<file path="config.mk">
export PLATFORM = sky130hd
export DESIGN_NAME = rgb_color_flicker_fade
export DESIGN_NICKNAME = d
export VERILOG_FILES = /design/src/hdl/rcff_pkg.sv /design/src/hdl/rgb_color_flicker_fade.sv
export SDC_FILE = /design/constraint.sdc
export NUM_CORES = 1
export LEC_CHECK = 0
export BUFFER_PORTS_ARGS = -buffer_cell sky130_fd_sc_hd__buf_2
export CORE_ASPECT_RATIO = 1.2
export CORE_UTILIZATION = 50
export DETAILED_ROUTE_END_ITERATION = 10
export GPL_TIMING_DRIVEN = 1
export HOLD_SLACK_MARGIN = 0.1
export PLACE_DENSITY = 0.73
export SETUP_SLACK_MARGIN = 0.4
export SKIP_CTS_REPAIR_TIMING = 1
export SYNTH_ARGS = -nofsm -noshare
export SYNTH_HDL_FRONTEND = slang
export SYNTH_SLANG_ARGS = --single-unit
</file>
<file path="constraint.sdc">
create_clock -name i_clk -period 12.5 [get_ports i_clk]
set_input_delay 1.875 -clock i_clk [delete_from_list [all_inputs] [get_ports i_clk]]
set_output_delay 1.875 -clock i_clk [all_outputs]
set_load 0.01 [all_outputs]
</file>
<file path="src/hdl/rcff_pkg.sv">
package rcff_pkg;

    // default width of the fade time base
    localparam int TIME_BITS_DEF = 24;

    // widest fade period that the register holds
    localparam int PERIOD_MAX_W = 24;

    localparam int LEVEL_W = 8;
    localparam logic [LEVEL_W-1:0] LEVEL_MAX = 8'd255;

    // register indexes on the configuration port
    localparam logic [1:0] REG_TARGET_RED   = 2'd0;
    localparam logic [1:0] REG_TARGET_GREEN = 2'd1;
    localparam logic [1:0] REG_TARGET_BLUE  = 2'd2;
    localparam logic [1:0] REG_FADE_PERIOD  = 2'd3;

    // channel indexes in the sequencer
    localparam logic [1:0] CH_RED   = 2'd0;
    localparam logic [1:0] CH_GREEN = 2'd1;
    localparam logic [1:0] CH_BLUE  = 2'd2;

    typedef enum logic [5:0] {
        S_IDLE = 6'b000001,
        S_CHK  = 6'b000010,
        S_MUL  = 6'b000100,
        S_DIV  = 6'b001000,
        S_LVL  = 6'b010000,
        S_DONE = 6'b100000
    } t_state;

endpackage

</file>
<file path="src/hdl/rgb_color_flicker_fade.sv">
// channel   direction  handshake            payload
// input     in         i_valid / o_ready    i_elapsed_ticks[15:0]
// result    out        o_valid / i_ready    o_red_level, o_green_level, o_blue_level,
//                                           o_fading_to_white
// config    in         psel/penable/pwrite  paddr[3:0], pwdata[31:0], prdata[31:0], pready
//
// an item snaps to the endpoint when the fade time reaches the period; otherwise one shared
// multiplier and one shared compare/subtract step run a multiply, divide and level pass
// (S_MUL, S_DIV, S_LVL) for each of the three channels, one quotient bit a cycle
// o_ready is high only while the sequencer is idle; a finished result sits in the
// output register and the next item is taken while it waits
// a stalled result holds the sequencer in its last state until the output register frees
// i_rst_n is synchronous, active low; it restores the register defaults (white target,
// period 1), clears the fade time and starts in the colour to white phase
module rgb_color_flicker_fade
    import rcff_pkg::*;
#(
    parameter int TIME_BITS = TIME_BITS_DEF
) (
    input  logic        i_clk,
    input  logic        i_rst_n,

    input  logic        i_valid,
    output logic        o_ready,
    input  logic [15:0] i_elapsed_ticks,

    output logic        o_valid,
    input  logic        i_ready,
    output logic [7:0]  o_red_level,
    output logic [7:0]  o_green_level,
    output logic [7:0]  o_blue_level,
    output logic        o_fading_to_white,

    input  logic        psel,
    input  logic        penable,
    input  logic        pwrite,
    input  logic [3:0]  paddr,
    input  logic [31:0] pwdata,
    output logic [31:0] prdata,
    output logic        pready
);

    // period and fade time width: the period register never holds more than 24 bits
    localparam int PER_W = (TIME_BITS < PERIOD_MAX_W) ? TIME_BITS : PERIOD_MAX_W;
    // accumulated time plus one item's ticks, compared at full precision
    localparam int SUM_W = ((PER_W > 16) ? PER_W : 16) + 1;
    // product of a level span and the fade time
    localparam int DIV_W = PER_W + LEVEL_W;

    // configuration registers
    logic [LEVEL_W-1:0] r_target_red;
    logic [LEVEL_W-1:0] r_target_green;
    logic [LEVEL_W-1:0] r_target_blue;
    logic [PER_W-1:0]   r_period;

    // fade state
    logic [PER_W-1:0]   r_acc;
    logic               r_toward_colour;

    // sequencer
    t_state             r_state;
    logic [SUM_W-1:0]   r_sum;
    logic [1:0]         r_ch;
    logic [2:0]         r_bit;
    logic [DIV_W-1:0]   r_rem;
    logic [LEVEL_W-1:0] r_quo;
    logic [LEVEL_W-1:0] r_lvl [3];

    // combinational helpers
    logic               cfg_wr;
    logic [LEVEL_W-1:0] c_sel;
    logic [LEVEL_W-1:0] span;
    logic [DIV_W-1:0]   trial;
    logic [LEVEL_W:0]   up;
    logic [LEVEL_W-1:0] n_lvl;
    logic               out_free;

    assign pready   = 1'b1;
    assign cfg_wr   = psel && penable && pwrite && pready;
    assign o_ready  = (r_state == S_IDLE);
    assign out_free = !o_valid || i_ready;

    // register read back
    always_comb begin
        case (paddr[3:2])
            REG_TARGET_RED:   prdata = {24'd0, r_target_red};
            REG_TARGET_GREEN: prdata = {24'd0, r_target_green};
            REG_TARGET_BLUE:  prdata = {24'd0, r_target_blue};
            REG_FADE_PERIOD:  prdata = {{(32-PER_W){1'b0}}, r_period};
            default:          prdata = 32'd0;
        endcase
    end

    // target level of the channel being worked on
    always_comb begin
        case (r_ch)
            CH_RED:   c_sel = r_target_red;
            CH_GREEN: c_sel = r_target_green;
            CH_BLUE:  c_sel = r_target_blue;
            default:  c_sel = r_target_blue;
        endcase
    end

    // distance from the target to white, the full swing of this channel
    assign span  = LEVEL_MAX - c_sel;

    // period aligned to the quotient bit under test
    assign trial = DIV_W'(r_period) << r_bit;

    // toward colour rounds the step up, so the level is truncated toward zero
    assign up = {1'b0, r_quo} + {{LEVEL_W{1'b0}}, (r_rem != '0)};
    always_comb begin
        if (r_toward_colour) begin
            n_lvl = LEVEL_W'({1'b0, LEVEL_MAX} - up);
        end else begin
            n_lvl = c_sel + r_quo;
        end
    end

    always_ff @(posedge i_clk) begin
        if (!i_rst_n) begin
            r_target_red    <= LEVEL_MAX;
            r_target_green  <= LEVEL_MAX;
            r_target_blue   <= LEVEL_MAX;
            r_period        <= PER_W'(1);
            r_acc           <= '0;
            r_toward_colour <= 1'b0;
            r_state         <= S_IDLE;
            o_valid         <= 1'b0;
        end else begin
            // configuration writes
            if (cfg_wr) begin
                case (paddr[3:2])
                    REG_TARGET_RED:   r_target_red   <= pwdata[LEVEL_W-1:0];
                    REG_TARGET_GREEN: r_target_green <= pwdata[LEVEL_W-1:0];
                    REG_TARGET_BLUE:  r_target_blue  <= pwdata[LEVEL_W-1:0];
                    REG_FADE_PERIOD:  r_period       <= pwdata[PER_W-1:0];
                    default: ;
                endcase
            end

            // result taken downstream, unless a new one is loaded in its place
            if (o_valid && i_ready && (r_state != S_DONE)) begin
                o_valid <= 1'b0;
            end

            case (r_state)
                S_IDLE: begin
                    if (i_valid) begin
                        r_sum   <= SUM_W'(r_acc) + SUM_W'(i_elapsed_ticks);
                        r_state <= S_CHK;
                    end
                end

                S_CHK: begin
                    if (r_sum >= SUM_W'(r_period)) begin
                        // period reached: snap to the endpoint of this phase and flip
                        if (r_toward_colour) begin
                            r_lvl[CH_RED]   <= r_target_red;
                            r_lvl[CH_GREEN] <= r_target_green;
                            r_lvl[CH_BLUE]  <= r_target_blue;
                        end else begin
                            r_lvl[CH_RED]   <= LEVEL_MAX;
                            r_lvl[CH_GREEN] <= LEVEL_MAX;
                            r_lvl[CH_BLUE]  <= LEVEL_MAX;
                        end
                        r_acc           <= '0;
                        r_toward_colour <= !r_toward_colour;
                        r_state         <= S_DONE;
                    end else begin
                        // sum stays below the period, so it fits the time register
                        r_acc   <= r_sum[PER_W-1:0];
                        r_ch    <= CH_RED;
                        r_state <= S_MUL;
                    end
                end

                S_MUL: begin
                    // quotient of span * t / period stays below 256
                    r_rem   <= DIV_W'(span) * DIV_W'(r_acc);
                    r_quo   <= '0;
                    r_bit   <= 3'd7;
                    r_state <= S_DIV;
                end

                S_DIV: begin
                    // restoring division, one quotient bit per cycle
                    if (r_rem >= trial) begin
                        r_rem        <= r_rem - trial;
                        r_quo[r_bit] <= 1'b1;
                    end
                    if (r_bit == 3'd0) begin
                        r_state <= S_LVL;
                    end else begin
                        r_bit <= r_bit - 3'd1;
                    end
                end

                S_LVL: begin
                    r_lvl[r_ch] <= n_lvl;
                    if (r_ch == CH_BLUE) begin
                        r_state <= S_DONE;
                    end else begin
                        r_ch    <= r_ch + 2'd1;
                        r_state <= S_MUL;
                    end
                end

                S_DONE: begin
                    // wait for the output register to free up
                    if (out_free) begin
                        o_red_level       <= r_lvl[CH_RED];
                        o_green_level     <= r_lvl[CH_GREEN];
                        o_blue_level      <= r_lvl[CH_BLUE];
                        o_fading_to_white <= !r_toward_colour;
                        o_valid           <= 1'b1;
                        r_state           <= S_IDLE;
                    end
                end

                default: begin
                    r_state <= S_IDLE;
                end
            endcase
        end
    end

endmodule

</file>
==> results of run 1 <==
==> power by group <==
part | internal, mW | switching (mW)
Clock | 0.283 | 0.290
Sequential | 0.697 | 0.00889
Combinational | 0.0329 | 0.0536
==> area by class of cell <==
cell class                 instances  area share (%)
inverter                         211            4.03
tap                              468            2.98
sequential                       199            26.3
clock buffer                      18            2.29
timing repair buffer             116            3.17
clock inverter                    14           0.866
multi-input combinational       1510            60.3
==> worst reg2reg max path, cell delays in order, from the launching register on <==
cell       delay, ns
edfxtp_1        0.37
inv_1           0.08
ha_1            0.34
nor2_1          0.43
a21oi_1         0.13
buf_4           0.24
and2_1          0.22
fa_1            0.52
fa_1            0.54
fa_1            0.55
inv_1           0.06
fa_1            0.53
inv_1           0.04
ha_1            0.35
and2_1          0.19
a31o_2          0.25
o21a_1          0.22
o31ai_1         0.64
o21ai_0         0.31
mux2i_1         0.18
a2111oi_0       0.38
a21oi_1         0.07
==> synth_stat cells (all sizes together), types with 3 or more instances <==
| cell | instances |
|---|---|
| o21a | 12 |
| o22ai | 3 |
| a2111oi | 4 |
| nor2b | 18 |
| o211ai | 11 |
| inv | 210 |
| a211oi | 3 |
| nand2 | 229 |
| nand4 | 13 |
| ha | 137 |
| fa | 135 |
| dfxtp | 80 |
| and2 | 150 |
| nor3 | 14 |
| o211a | 3 |
| edfxtp | 119 |
| nand3 | 55 |
| xor2 | 35 |
| o41ai | 5 |
| xnor2 | 52 |
| o21bai | 8 |
| clkbuf | 70 |
| nor4 | 13 |
| o31ai | 7 |
| a21boi | 4 |
| a21o | 30 |
| a21oi | 154 |
| nand2b | 17 |
| and3 | 18 |
| buf | 21 |
| a22o | 8 |
| o21ai | 87 |
| mux4 | 23 |
| or3 | 9 |
| a22oi | 25 |
| or2 | 4 |
| mux2i | 33 |
| nor2 | 147 |
| a31oi | 6 |
==> cell families (layout without fill, tap and decap cells) <==
logic type	after synthesis	in the layout	synth area share [%]
adders and majority gates	272	272	24.3
buffers and inverters	302	359	6.54
xor gates and xnor gates	87	87	4.19
and+or+nand+nor	699	699	18.6
other	2	9	0.0413
muxes	57	57	4.73
AOI/OAI and AO/OA	386	386	13.2
DFF	199	199	28.5
==> sequential cells by signal, summed over array words and instances (netlist names), 2 cells and up <==
| signal | count |
|---|---|
| o_blue_level | 8 |
| o_green_level | 8 |
| o_red_level | 8 |
| r_acc | 24 |
| r_bit | 3 |
| r_ch | 2 |
| r_lvl | 24 |
| r_period | 24 |
| r_quo | 8 |
| r_rem | 32 |
| r_state | 6 |
| r_sum | 25 |
| r_target_blue | 8 |
| r_target_green | 8 |
| r_target_red | 8 |
==> worst paths after layout <==
check	to	from	slack, ns	depth (start not counted)
min	o_blue_level[5]$_DFFE_PP_	r_lvl[2][5]$_DFFE_PP_	0.42	0
max	r_rem[30]$_DFFE_PP_	r_ch[0]$_SDFFCE_PN0P_	5.62	21
min reg2reg	o_blue_level[5]$_DFFE_PP_	r_lvl[2][5]$_DFFE_PP_	0.42	0
max reg2reg	r_rem[30]$_DFFE_PP_	r_ch[0]$_SDFFCE_PN0P_	5.62	21
==> metal layers <==
| layer | global-route usage (%) | share of wire, % | vias to the layer above |
|---|---|---|---|
| li1 | - | - | 6896 |
| met3 | 3.42 | 5.7 | 148 |
| met5 | 0 | 0 | - |
| met1 | 31.3 | 39 | 7232 |
| met4 | 16.3 | 5.7 | 0 |
| met2 | 46.9 | 50 | 573 |
==> stage by stage <==
step | util [%] | power, mW | instances | setup slack (ns)
global placement | 53.1 | 0.803 | 2504 | 5.75
CTS | 54.8 | 1.37 | 2536 | 5.68
detailed placement | 53.1 | 0.806 | 2504 | 5.70
floorplan | - | 0.775 | 2011 | 6.41
finish | 54.8 | 1.37 | 2536 | 5.62
global route | 54.8 | 1.40 | 2536 | 5.17
==> flow_metrics.py, run 1 <==
metrics = {
    "outcome": {
        "outcome": "completed",
    },
    "yosys": {
        "synth_top_cell_area_share_pct": 19.7,
        "synth_seq_area_share_pct": 28.5,
        "syn-cell-area_sq_um": 18200,
        "synth_area_leaders": "edfxtp_1 (20%), fa_1 (15%), ha_1 (9.4%)",
        "yosysUniqueCellTypes": 73,
        "async_flop_share_pct": 0,
        "synth_seq_cells": 199,
        "yosysTopAreaCell": "edfxtp_1",
        "synth.avg_cell_area_sq_um": 9.07,
        "synthFlopType": "edfxtp_1",
        "yosys_warnings": 0,
        "synth_cells": 2004,
        "synth_edf_count": 119,
    },
    "clock_tree": {
        "cts_buffers": 17,
        "cts.sinks": 199,
        "cts_root_buffer": "clkbuf_16",
        "clk_latency_ns": 0.47,
        "path_clk_slew_ns": 0.08,
        "htree_levels": 4,
        "cts_tree": "yes",
        "clock_path_buffers": 2,
    },
    "pwr": {
        "ir_drop_mv": 0.0927,
        "power_density_nw_per_um2": 69.5,
        "power.leakage_nw": 8.86,
    },
    "sta": {
        "drv_slew": 0,
        "setup_viol": 0,
        "tns_ns": 0,
        "fmax_mhz": 145,
        "finalCriticalPeriod_ns": 6.88,
        "fin_crit_sh_pct": 55.1,
        "slew_headroom_pct": 19.8,
        "fin_skew_ns": 0.0152,
        "rsz0062_at_grt": "false",
        "finalHoldViolations": 0,
        "worst_pin_slew_ns": 1.20,
        "hold_ws_ns": 0.423,
    },
    "layout": {
        "regArea_sq_um": 5170,
        "diodes": 0,
        "area_growth_pct": 8.10,
        "fillers": 3166,
        "final_layout_size_suffix_gt1_share_pct": 9.09,
        "nets": 2386,
        "final_area_sq_um": 19700,
        "layout_common_cells": "nand2_1 (229), inv_1 (209), a21oi_1 (152)",
        "multi_input_comb_area_sq_um": 11900,
        "final_common_cell": "nand2_1",
    },
    "place": {
        "hpwl_um": 37200,
        "place_area_sq_um": 19000,
        "gp_congestion": 0.930,
        "portBuffers": 99,
    },
    "die": {
        "fp.dieW_um": 176,
        "rows": 76,
        "core_sq_um": 35800,
        "initial_core_util_pct": 50.7,
        "die_y_um": 211,
        "dieArea_sq_um": 37100,
        "io_pins": 119,
    },
    "drt": {
        "avgRoutedWirePerCell_um": 18.9,
        "vias": 14800,
        "drc": 0,
        "drt_pass1_iterations": 5,
        "drtIter0Drc": 989,
        "vias_per_cell": 5.86,
        "postRouteWirelength_um": 47900,
        "ant_nets": 0,
    },
    "grt": {
        "grt_pass1_wl_um": 77300,
        "antenna_found_initial": 0,
        "grt.overflow.total": 0,
        "grt_pass1_vias": 15000,
        "grt_max_degree": 54,
        "track_usage_pct": 26.9,
    },
    "critical_path": {
        "cp_top_family": "adder cells",
        "start_kind": "flop",
        "path_class": "flop to flop",
        "cpMaxStageDelayCell": "o31ai_1",
        "crit_buf_inv": 4,
        "worstPathRequired_ns": 12.71,
        "cp-end-kind": "flop",
        "slowest_delay_ns": 0.64,
        "worstPathCellList": "inv_1, ha_1, nor2_1, a21oi_1, buf_4, and2_1, fa_1, fa_1, fa_1, inv_1, fa_1, inv_1, ha_1, and2_1, a31o_2, o21a_1, o31ai_1, o21ai_0, mux2i_1, a2111oi_0, a21oi_1",
        "cp_max_fo": 25,
        "cpMostUsedCell": "fa_1",
        "arrival_ns": 7.09,
    },
    "flow_run": {
        "drv_cap": 0,
    },
    "hold_path": {
        "worstHoldPathType": "flop to flop",
    },
}
Power figures use the tool's default switching activity.
==> inputs of run 2 (changes only) <==
Settings changed: PLACE_DENSITY 0.73 to 0.75.
Clock period 12.5 ns to 6.2 ns, I/O delays scaled along.
==> run 2 against run 1 <==
Combinational power up 120%. Sequential cell count stayed put. Global-route usage increased by 0.35 points. Highest routed layer unchanged. Worst setup slack lost 5.3 ns. Clock power up 100%. Largest cell class unchanged. Critical path type unchanged.
==> flow_metrics.py, run 2 (synthesis gave the netlist of run 1 again) <==
metrics = {
    "outcome": {
        "outcome": "completed",
    },
    "layout": {
        "reg.largest.list": "r_rem: 32 flops, r_sum: 25 flops",
        "utilization_pct": 59.1,
        "diodes": 0,
        "area_growth_pct": 16.4,
        "largest_reg_flops": 32,
        "nets": 2470,
        "final_layout_size_suffix_gt1_share_pct": 18.4,
        "layout_common_cells": "nand2_1 (223), inv_1 (194), nor2_1 (143)",
        "largest_register": "r_rem",
        "fillers": 2920,
        "final_area_sq_um": 21200,
        "final_common_cell": "nand2_1",
    },
    "drt": {
        "postRouteWirelength_um": 52300,
        "avgRoutedWirePerCell_um": 20.0,
        "drt_pass1_iterations": 7,
        "vias_per_cell": 5.90,
        "drtIter0Drc": 1522,
        "vias": 15500,
        "ant_nets": 0,
        "drc": 0,
    },
    "clock_tree": {
        "cts_buffers": 17,
        "cts_tree": "yes",
        "clock_path_buffers": 2,
        "htree_levels": 4,
        "path_clk_slew_ns": 0.09,
        "clk_latency_ns": 0.47,
        "cts.sinks": 199,
        "cts_root_buffer": "clkbuf_16",
    },
    "place": {
        "place_area_sq_um": 19400,
        "pre_cts_ws_ns": -0.0577,
        "gp_congestion": 0.945,
        "hpwl_um": 38800,
        "portBuffers": 99,
    },
    "critical_path": {
        "slowest_delay_ns": 0.56,
        "worstPathCellList": "inv_2, ha_4, buf_6, a22o_4, a21oi_4, buf_6, buf_12, clkbuf_16, and2_1, fa_1, fa_1, fa_1, inv_1, fa_1, inv_1, ha_1, a21oi_2, nor2_1, or3_4, or3_1, nand2_2, o31ai_2, and3_1, o31ai_1",
        "crit_buf_inv": 7,
        "worstPathRequired_ns": 6.50,
        "cpMostUsedCell": "fa_1",
        "path_class": "flop to flop",
        "cp_top_family": "adder cells",
        "cp-end-kind": "flop",
        "cpMaxStageDelayCell": "fa_1",
        "reg2reg_slack_ns": 0.34,
        "cp_max_fo": 7,
        "start_kind": "flop",
        "arrival_ns": 6.16,
    },
    "sta": {
        "fin_skew_ns": 0.0196,
        "setup_ws_ns": 0.343,
        "finalHoldViolations": 0,
        "finalCriticalPeriod_ns": 5.86,
        "setup_viol": 0,
        "fin_crit_sh_pct": 94.5,
        "slew_headroom_pct": 13.7,
        "rsz0062_at_grt": "true",
        "tns_ns": 0,
        "fmax_mhz": 171,
        "drv_slew": 0,
        "worst_pin_slew_ns": 1.28,
    },
    "grt": {
        "grt_pass1_vias": 15200,
        "antenna_found_initial": 0,
        "grt_max_degree": 54,
        "grt_pass1_wl_um": 78400,
        "track_usage_pct": 27.2,
        "grt.overflow.total": 0,
    },
    "die": {
        "core_sq_um": 35800,
        "rows": 76,
        "fp.dieW_um": 176,
        "io_pins": 119,
        "dieArea_sq_um": 37100,
        "initial_core_util_pct": 50.7,
        "die_y_um": 211,
    },
    "pwr": {
        "power_density_nw_per_um2": 132,
        "power.leakage_nw": 9.37,
        "ir_drop_mv": 0.188,
    },
    "hold_path": {
        "worstHoldPathType": "flop to flop",
    },
    "flow_run": {
        "drv_cap": 0,
    },
}
[run 2: cell count changes in the layout (fill, tap and decap cells not counted), sizes merged]
cell,previous run,this run
buf,116,198
clkbuf,18,19
clkinv,7,8
[run 2: where the power goes]
part	leakage (nW)	switching, mW	internal [mW]
Sequential	1.73	0.0196	1.41
Combinational	7.33	0.113	0.0751
Clock	0.299	0.615	0.556
Total	9.37	0.747	2.04
[run 2: per-stage QoR]
stage | total power [mW] | hold slack [ns] | cells
4_1_cts | 2.77 | 0.423 | 2581
6_report | 2.78 | 0.421 | 2620
2_1_floorplan | 1.56 | 0.400 | 2011
5_1_grt | 2.86 | 0.429 | 2620
3_5_place_dp | 1.63 | 0.405 | 2549
3_3_place_gp | 1.62 | 0.403 | 2549
[run 2: path summary, 6_finish.rpt]
check / cells past startpoint / endpoint / start
hold reg to reg: 0 / o_blue_level[2]$_DFFE_PP_ / r_lvl[2][2]$_DFFE_PP_
hold / removal: 0 / o_blue_level[2]$_DFFE_PP_ / r_lvl[2][2]$_DFFE_PP_
setup reg to reg: 24 / r_rem[31]$_DFFE_PP_ / r_ch[0]$_SDFFCE_PN0P_
setup / recovery: 24 / r_rem[31]$_DFFE_PP_ / r_ch[0]$_SDFFCE_PN0P_
[run 2: final cells by class]
class	count	area (sq um)	share of cell area [%]
multi-input cells	1510	12500	59.2
repair buffers	200	1460	6.89
flip-flops and latches	199	5170	24.4
clock inverters	15	194	0.916
inverters	211	792	3.74
well taps	468	586	2.77
clock buffers	17	425	2.01
[run 2: routing by layer]
metal  vias to the layer above  part of all wire (%)  global-route usage, %
met5                         -                     0                      0
met4                         0                   6.5                   16.1
met3                       191                   6.3                   3.85
met2                       672                    50                   47.7
met1                      7537                    37                   31.5
li1                       7060                     -                      -
[run 2: worst register-to-register path: cells and delay by family, from the launching register on]
family | cells | cell delay, ns
buffers and inverters | 7 | 0.76
adders and majority gates | 6 | 2.48
and+or+nand+nor | 6 | 1.21
AOI/OAI and AO/OA | 5 | 0.86
DFF | 1 | 0.41
